## config.mk

```make
export PLATFORM = sky130hd
export DESIGN_NAME = pngu_front
export DESIGN_NICKNAME = d
export VERILOG_FILES = /design/src/pngu_pkg.sv /design/src/pngu_front.sv
export SDC_FILE = /design/constraint.sdc
export NUM_CORES = 1
export LEC_CHECK = 0
export BUFFER_PORTS_ARGS = -buffer_cell sky130_fd_sc_hd__buf_2
export CORE_UTILIZATION = 47
export DETAILED_ROUTE_END_ITERATION = 8
export PLACE_DENSITY = 0.65
export RECOVER_POWER = 50
export SKIP_CTS_REPAIR_TIMING = 1
export SLEW_MARGIN = 20
export SYNTH_ARGS = -nofsm -noshare
export SYNTH_HDL_FRONTEND = slang
export SYNTH_SLANG_ARGS = --single-unit
```

## constraint.sdc

```tcl
create_clock -name clk -period 5.94 [get_ports clk]
set_clock_uncertainty 0.05 [all_clocks]
set_input_delay 0.297 -clock clk [delete_from_list [all_inputs] [get_ports clk]]
set_output_delay 0.297 -clock clk [all_outputs]
set_load 0.02 [all_outputs]
```

## src/pngu_pkg.sv

```systemverilog
// pngu_pkg: shared types and constants for the PNG scanline unfilter.
// Used by pngu_front, pngu_back and png_scanline_unfilter; no dependencies.
package pngu_pkg;

  localparam int ROW_W = 14;
  localparam int BPP_W = 4;
  localparam int CFG_AW = 1;
  localparam int CFG_DW = 14;

  localparam logic [CFG_AW-1:0] CFG_ROW_BYTES = 1'b0;
  localparam logic [CFG_AW-1:0] CFG_BPP       = 1'b1;

  localparam logic [2:0] FILT_NONE  = 3'd0;
  localparam logic [2:0] FILT_SUB   = 3'd1;
  localparam logic [2:0] FILT_UP    = 3'd2;
  localparam logic [2:0] FILT_AVG   = 3'd3;
  localparam logic [2:0] FILT_PAETH = 3'd4;

  localparam int QDEPTH = 4;
  localparam int QAW    = 2;
  localparam int QCW    = 3;

  typedef struct packed {
    logic [7:0] raw;
    logic [2:0] filt;
    logic       first_row;
    logic       last;
    logic       bad;
  } pngu_op_t;

endpackage

```

## src/pngu_front.sv

```systemverilog
// pngu_front: accepts stream words, tracks row position and filter type,
// queues one op per data byte or bad filter byte. Depends on pngu_pkg.
module pngu_front #(
  parameter int MAX_ROW_BYTES = 8192,
  localparam int AW = (MAX_ROW_BYTES > 1) ? $clog2(MAX_ROW_BYTES) : 1
) (
  input  logic                      clk,
  input  logic                      rst_n,
  input  logic                      in_tvalid,
  output logic                      in_tready,
  input  logic [7:0]                in_tdata,
  input  logic                      in_tuser,
  input  logic [pngu_pkg::ROW_W-1:0] row_bytes,
  output logic                      q_valid,
  input  logic                      q_ready,
  output pngu_pkg::pngu_op_t        q_op,
  output logic [AW-1:0]             q_x,
  output logic [AW-1:0]             q_col
);
  import pngu_pkg::*;

  localparam logic [16:0] MAXV = 17'(MAX_ROW_BYTES);

  logic          hdr_r, hdr_nxt;
  logic [AW-1:0] x_r, x_nxt;
  logic [2:0]    filt_r, filt_nxt;
  logic          first_r, first_nxt;

  pngu_op_t      qop_r [QDEPTH];
  logic [AW-1:0] qx_r  [QDEPTH];
  logic [AW-1:0] qc_r  [QDEPTH];
  logic [QAW-1:0] wp_r, rp_r;
  logic [QCW-1:0] cnt_r, cnt_nxt;

  logic          acc, pop, push, last_now, is_bad;
  pngu_op_t      push_op;
  logic [16:0]   rb_ext;
  logic [AW-1:0] rlen_m1;
  logic [AW-1:0] x_addr;

  assign rb_ext = {3'b000, row_bytes};

  always_comb begin
    if (rb_ext == 17'd0) begin
      rlen_m1 = '0;
    end else if (rb_ext > MAXV) begin
      rlen_m1 = AW'(MAXV - 17'd1);
    end else begin
      rlen_m1 = AW'(rb_ext - 17'd1);
    end
  end

  assign in_tready = (cnt_r != QCW'(QDEPTH));
  assign acc       = in_tvalid && in_tready;
  assign is_bad    = (in_tdata > 8'd4);
  assign last_now  = (x_r >= rlen_m1);
  assign x_addr    = last_now ? rlen_m1 : x_r;
  assign q_valid   = (cnt_r != '0);
  assign pop       = q_valid && q_ready;
  assign q_op      = qop_r[rp_r];
  assign q_x       = qx_r[rp_r];
  assign q_col     = qc_r[rp_r];

  always_comb begin
    hdr_nxt   = hdr_r;
    x_nxt     = x_r;
    filt_nxt  = filt_r;
    first_nxt = first_r;
    push      = 1'b0;
    push_op   = '0;
    if (acc) begin
      if (hdr_r) begin
        hdr_nxt   = 1'b0;
        x_nxt     = '0;
        filt_nxt  = is_bad ? FILT_NONE : in_tdata[2:0];
        first_nxt = first_r | in_tuser;
        if (is_bad) begin
          push              = 1'b1;
          push_op.filt      = FILT_NONE;
          push_op.first_row = first_nxt;
          push_op.bad       = 1'b1;
        end
      end else begin
        push              = 1'b1;
        push_op.raw       = in_tdata;
        push_op.filt      = filt_r;
        push_op.first_row = first_r;
        push_op.last      = last_now;
        if (last_now) begin
          hdr_nxt   = 1'b1;
          first_nxt = 1'b0;
        end else begin
          x_nxt = x_r + AW'(1);
        end
      end
    end
  end

  always_comb begin
    cnt_nxt = cnt_r;
    if (push && !pop) begin
      cnt_nxt = cnt_r + QCW'(1);
    end else if (!push && pop) begin
      cnt_nxt = cnt_r - QCW'(1);
    end
  end

  always_ff @(posedge clk) begin
    if (!rst_n) begin
      hdr_r   <= 1'b1;
      x_r     <= '0;
      filt_r  <= FILT_NONE;
      first_r <= 1'b1;
      wp_r    <= '0;
      rp_r    <= '0;
      cnt_r   <= '0;
    end else begin
      hdr_r   <= hdr_nxt;
      x_r     <= x_nxt;
      filt_r  <= filt_nxt;
      first_r <= first_nxt;
      cnt_r   <= cnt_nxt;
      if (push) begin
        wp_r <= wp_r + QAW'(1);
      end
      if (pop) begin
        rp_r <= rp_r + QAW'(1);
      end
    end
  end

  always_ff @(posedge clk) begin
    if (push) begin
      qop_r[wp_r] <= push_op;
      qx_r[wp_r]  <= x_addr;
      qc_r[wp_r]  <= x_r;
    end
  end

  a_cnt_bound: assert property (@(posedge clk) disable iff (!rst_n)
    cnt_r <= QCW'(QDEPTH))
    else $error("queue count over depth");

  a_row_end: assert property (@(posedge clk) disable iff (!rst_n)
    acc && !hdr_r && last_now |=> hdr_r)
    else $error("row end did not return to filter byte");

  a_hdr_no_push: assert property (@(posedge clk) disable iff (!rst_n)
    acc && hdr_r && !is_bad |=> cnt_r == $past(cnt_r) - QCW'($past(pop)))
    else $error("valid filter byte queued an op");

endmodule

```

; ---- Word-level counts from Yosys, hierarchy flattened
; Memory sizes are Yosys's and may differ from the RTL's. A register that Yosys moved wholly into a read port is not among the register bits.
; Index checks and enable logic that the tools add are counted.
[word_totals]
memories = 3
latchBits = 0
mem_bits_ro = 0
regBits = 25
output_inout_bits = 42
input_bits = 27
ramBits = 160
[classes]
n_mul = 0
n_bitwise = 1
reduce_logical = 13
n_addsub = 6
n_div = 0
shifts = 0
eq_ne = 2
mux = 29
magnitude_cmp = 3
[memory_table]
columns = memory, depth, width, rd, rd_clocked_by_memory_dff, write_ports, line_no
row1 = qop_r, 4, 14, 1, 1, 1, pngu_front.sv:29  ; pngu_op_t qop_r [QDEPTH];
row2 = qc_r, 4, 13, 1, 1, 1, pngu_front.sv:31  ; logic [AW-1:0] qc_r [QDEPTH];
row3 = qx_r, 4, 13, 1, 1, 1, pngu_front.sv:30  ; logic [AW-1:0] qx_r [QDEPTH];
[op_table]
columns = operator, n
row1 = 13-bit 2-to-1 mux, 5
row2 = 17-bit zero test, 1
row3 = "14-bit greater-than comparator, second input constant", 1
row4 = 14-bit 2-to-1 mux, 1
row5 = "13-bit by 1-bit adder with 13-bit output, second input constant", 1
row6 = 13-bit >= comparator, 1
row7 = "13-bit by 1-bit subtractor with 13-bit output, second input constant", 1
row8 = 1-bit 2-to-1 mux, 12
row9 = 2-bit 2-to-1 mux, 6
row10 = 3-bit 2-to-1 mux, 3
row11 = "8-bit by 3-bit greater-than comparator with 1-bit output, second input constant", 1
row12 = 8-bit 2-to-1 mux, 1
row13 = 2-bit AND reduction, 3
row14 = "2-bit by 1-bit adder with 2-bit output, second input constant", 2
row15 = 1-bit logical AND, 4
row16 = 4-bit 2-to-1 mux, 1
row17 = 2-bit nonzero test, 2
row18 = "3-bit by 1-bit adder with 3-bit output, second input constant", 1
row19 = "3-bit inequality test, second input constant", 1
row20 = 3-bit nonzero test, 1
row21 = "3-bit by 1-bit subtractor with 3-bit output, second input constant", 1
row22 = 1-bit zero test, 2
row23 = "2-bit inequality test, second input constant", 1
row24 = 1-bit bitwise OR, 1

; ---- Depth between registers and ports, before layout
[logic_depth]
ltp_word = 8
mapped_depth = 14
ltp_nobuf = 12

; ---- Worst setup path before layout
; Ideal clock, no wire load.
[synth_path]
kind = input to register
startpoint = input port row_bytes[6] (netlist bit)
endpoint = memory qop_r[0][1] (netlist bit) (data pin)
setup_slack_ps = 2591
n_path_buf = 3
t_arrival_ps = 3023
stages = 13
required_time_ps = 5614
path_cell_list = nor3_1 > nand3_1 > nor4_1 > buf_2 > a21o_1 > ha_1 > a21oi_2 > o21ai_1 > a2111o_1 > buf_6 > buf_2 > o21ai_0 > nor2_1
[synth_rtl]
columns = element, line_no
row1 = start: declaration, pngu_front.sv:13  ; input logic [pngu_pkg::ROW_W-1:0] row_bytes,
row2 = end: declaration, pngu_front.sv:29

; ---- Worst setup path after layout
[layout_path]
startpoint = register cnt_r[0]
endpoint = memory qx_r[2][8] (netlist bit) (enable)
[layout_via]
elab_chain_len = 5
[layout_lines]
columns = element, line_no
row1 = start: declaration, pngu_front.sv:33  ; logic [QCW-1:0] cnt_r, cnt_nxt;
row2 = start signal: assignment, pngu_front.sv:122  ; cnt_r <= cnt_nxt;
row3 = 3-bit inequality test, pngu_front.sv:53  ; assign in_tready = (cnt_r != QCW'(QDEPTH));
row4 = 1-bit logical AND, pngu_front.sv:54  ; assign acc = in_tvalid && in_tready;
row5 = 1-bit 2-to-1 mux, pngu_front.sv:71  ; if (acc) begin
row6 = via push, pngu_front.sv:35  ; logic acc, pop, push, last_now, is_bad;
row7 = 1-bit 2-to-1 mux, pngu_front.sv:133  ; if (push) begin
row8 = 1-bit 2-to-1 mux (not written as such), pngu_front.sv:135  ; qx_r[wp_r] <= x_addr;
row9 = end: declaration, pngu_front.sv:30
; The timed path passes the listed nets, and every way through them passes these cells.

==> metrics.yaml <==
status: "finished, violations left"
failed_checks: "capacitance limit, slew limit"
period_share: 0.6847
crit_family: "simple AND/OR/NAND/NOR gates"
switchingPower_mw: 1.063
drive_gt1_frac: 0.1957
worstPathBufferInverterCount: 0
power.total_mw: 3.634
dp_hpwl_um: 10490
final_max_slew_viol_count: 123
cp.arrival_ps: 4010
antenna_found_initial: 0
drtIter0Drc: 418
gp_congestion: 0.8366
grt_pass1_vias: 4813
rows: 47
crit_path_start_kind: "flip-flop"
vias: 4789
synth_cells: 522
cts_max_level: 4
io_pins: 69
finalSetupTns_ps: 0
tightest_slew_ps: 2158
routed_wl_um: 16670
internal_power_mw: 2.571
path_clk_slew_ps: 70
cts_sinks: 187
pwr-share-seq: 0.453
core-area_um2: 16760
ys.flop_type: "edfxtp_1"
cts_max_path_buffers: 2
final_antenna_net_count: 0
areaGrowthSynthToFinish_pct: 13.25
slew_headroom: -0.4389
diodes: 0
post_drt_wl_per_cell_um: 20.38
layout_common_cells: "edfxtp_1, clkbuf_1, mux4_2, buf_2"
hold_slack_ps: 114.6
placed_area_um2: 8711
syn_nets: 570
nets: 633
rsz0062_at_grt: "false"
initial_utilization: 0.4873
avgSynthCellArea_um2: 15.65
min_period_ps: 4067
worst_ep_required_time_ps: 5890
critPathMaxStageDelay_ps: 1690
min_path_type: "in2reg"
insertion_delay_ps: 420
syn_area_um2: 8168
cp_slowest_cell: "and2_1"
grt_use_total: 0.1976
power_frac_clock: 0.312
dr.pass1.iters: 4
path_cells: "or3b_2, nand2_1, a21oi_1, and2_1"
die_area_um2: 17910
cts-buffers-inserted: 17
final_common_cell: "edfxtp_1"
drv_cap: 3
utilization: 0.5519
fmax_mhz: 245.9
synth_edf_count: 160
via_per_inst: 5.855
leakagePower_nw: 3.179
ir_drop_mv: 0.2522
switching_share: 0.2925
finalSetupViolCount: 0
crit_type: "reg2reg"
fp.dieH_um: 133.8
hold_violations: 0
ys_seq_area_frac: 0.6544
dieWidth_um: 133.8
fin_area_um2: 9250
power.density_nw_per_um2: 392.9
grt_max_degree: 41
grt-ovfl-total: 0
grt_pass1_wl_um: 26220
drc_errors: 0
synth_seq_cells: 187
ys.warnings.count: 0
comb_power_share: 0.234
cts_tree: "yes"
async_reset_ff_frac: 0
synth_cell_types: 56
numPortBuffers: 68
path_max_fanout: 40
root_buffer: "clkbuf_16"
worstSetupEndpointType: "flip-flop"
[metrics by stage]
step | setup WS, ps | cells
3_5_place_dp | 1705 | 786
4_1_cts | 2149 | 818
3_3_place_gp | 1801 | 786
2_1_floorplan | 2591 | 522
5_1_grt | 1499 | 818
6_report | 1873 | 818
[synth_stat cells (3+ instances only)]
master	n	area, um2
nand3_1	24	120.1
xor2_1	10	87.58
o211ai_1	3	22.52
ha_1	20	250.2
dfxtp_1	27	540.5
buf_2	8	40.04
and3_1	17	106.4
o311ai_0	8	70.07
edfxtp_1	160	4805
a311oi_1	3	26.28
a22oi_1	3	22.52
and4_1	3	26.28
xnor2_1	3	26.28
o21ai_0	15	75.07
nand2_1	21	78.83
mux4_2	40	900.9
nand4_1	9	56.30
clkbuf_1	18	67.56
inv_1	10	37.54
a21o_1	7	52.55
nor2b_1	3	18.77
or3_1	11	68.82
and2_1	5	31.28
a21oi_1	11	55.05
nor2_1	25	93.84
a31oi_1	7	43.79
nor3_1	9	45.04
or4_1	3	22.52
[kinds of logic (layout without fill, tap and decap cells)]
family | Yosys count | after routing | share of synthesized area
flip-flops | 187 | 187 | 0.6544
AND/OR/NAND/NOR | 142 | 142 | 0.09421
AO/OA/AOI/OAI | 78 | 78 | 0.07062
multiplexers | 43 | 43 | 0.1141
buffers and inverters | 38 | 114 | 0.01961
adder cells (fa/ha/maj) | 21 | 21 | 0.03309
XOR/XNOR | 13 | 13 | 0.01394
[layout make-up]
cell class	count	area [um2]
clock buffer	18	429.2
clock inverter	14	166.4
fill	1362	7510
inverter	10	37.54
multi-input combinational	297	2674
sequential	187	5350
tap	220	275.3
timing repair buffer	72	317.8
[power by group through the flow]
| stage | Combinational, mW | Sequential [mW] | Clock [mW] |
|---|---|---|---|
| finish | 0.852 | 1.65 | 1.13 |
| global route | 0.934 | 1.66 | 1.20 |
| CTS | 0.904 | 1.65 | 1.15 |
| detailed placement | 0.902 | 1.68 | 0 |
| global placement | 0.889 | 1.67 | 0 |
| floorplan | 0.666 | 1.64 | 0 |
[worst register-to-register path, delay by kind of cell (launching register included)]
kind            cells  cell delay, ps
simple gates        3            2350
compound gates      1             810
flops               1             400
[registers in the layout (all words and copies together), names as in the netlist, named ones only]
name / count
qop_r: 56
qc_r: 52
qx_r: 52
x_r: 13
cnt_r: 3
filt_r: 3
rp_r: 2
wp_r: 2
first_r: 1
hdr_r: 1
[routing by layer]
layer | wire, um | global-route usage | up-vias
met5 | 0 | 0 | -
met4 | 244 | 0.07260 | 0
met3 | 640 | 0.03590 | 17
met2 | 8237 | 0.3184 | 122
met1 | 7549 | 0.2694 | 2424
li1 | - | - | 2226
[worst paths after layout]
check,cells past startpoint,start,to,slack (ps)
min reg2reg,1,first_r,first_r,430
max reg2reg,4,cnt_r[0],qx_r[2][8],1870
max,4,cnt_r[0],qx_r[2][8],1870
min,3,in_tdata[0],filt_r[0],110
(Power assumes the default switching activity.)
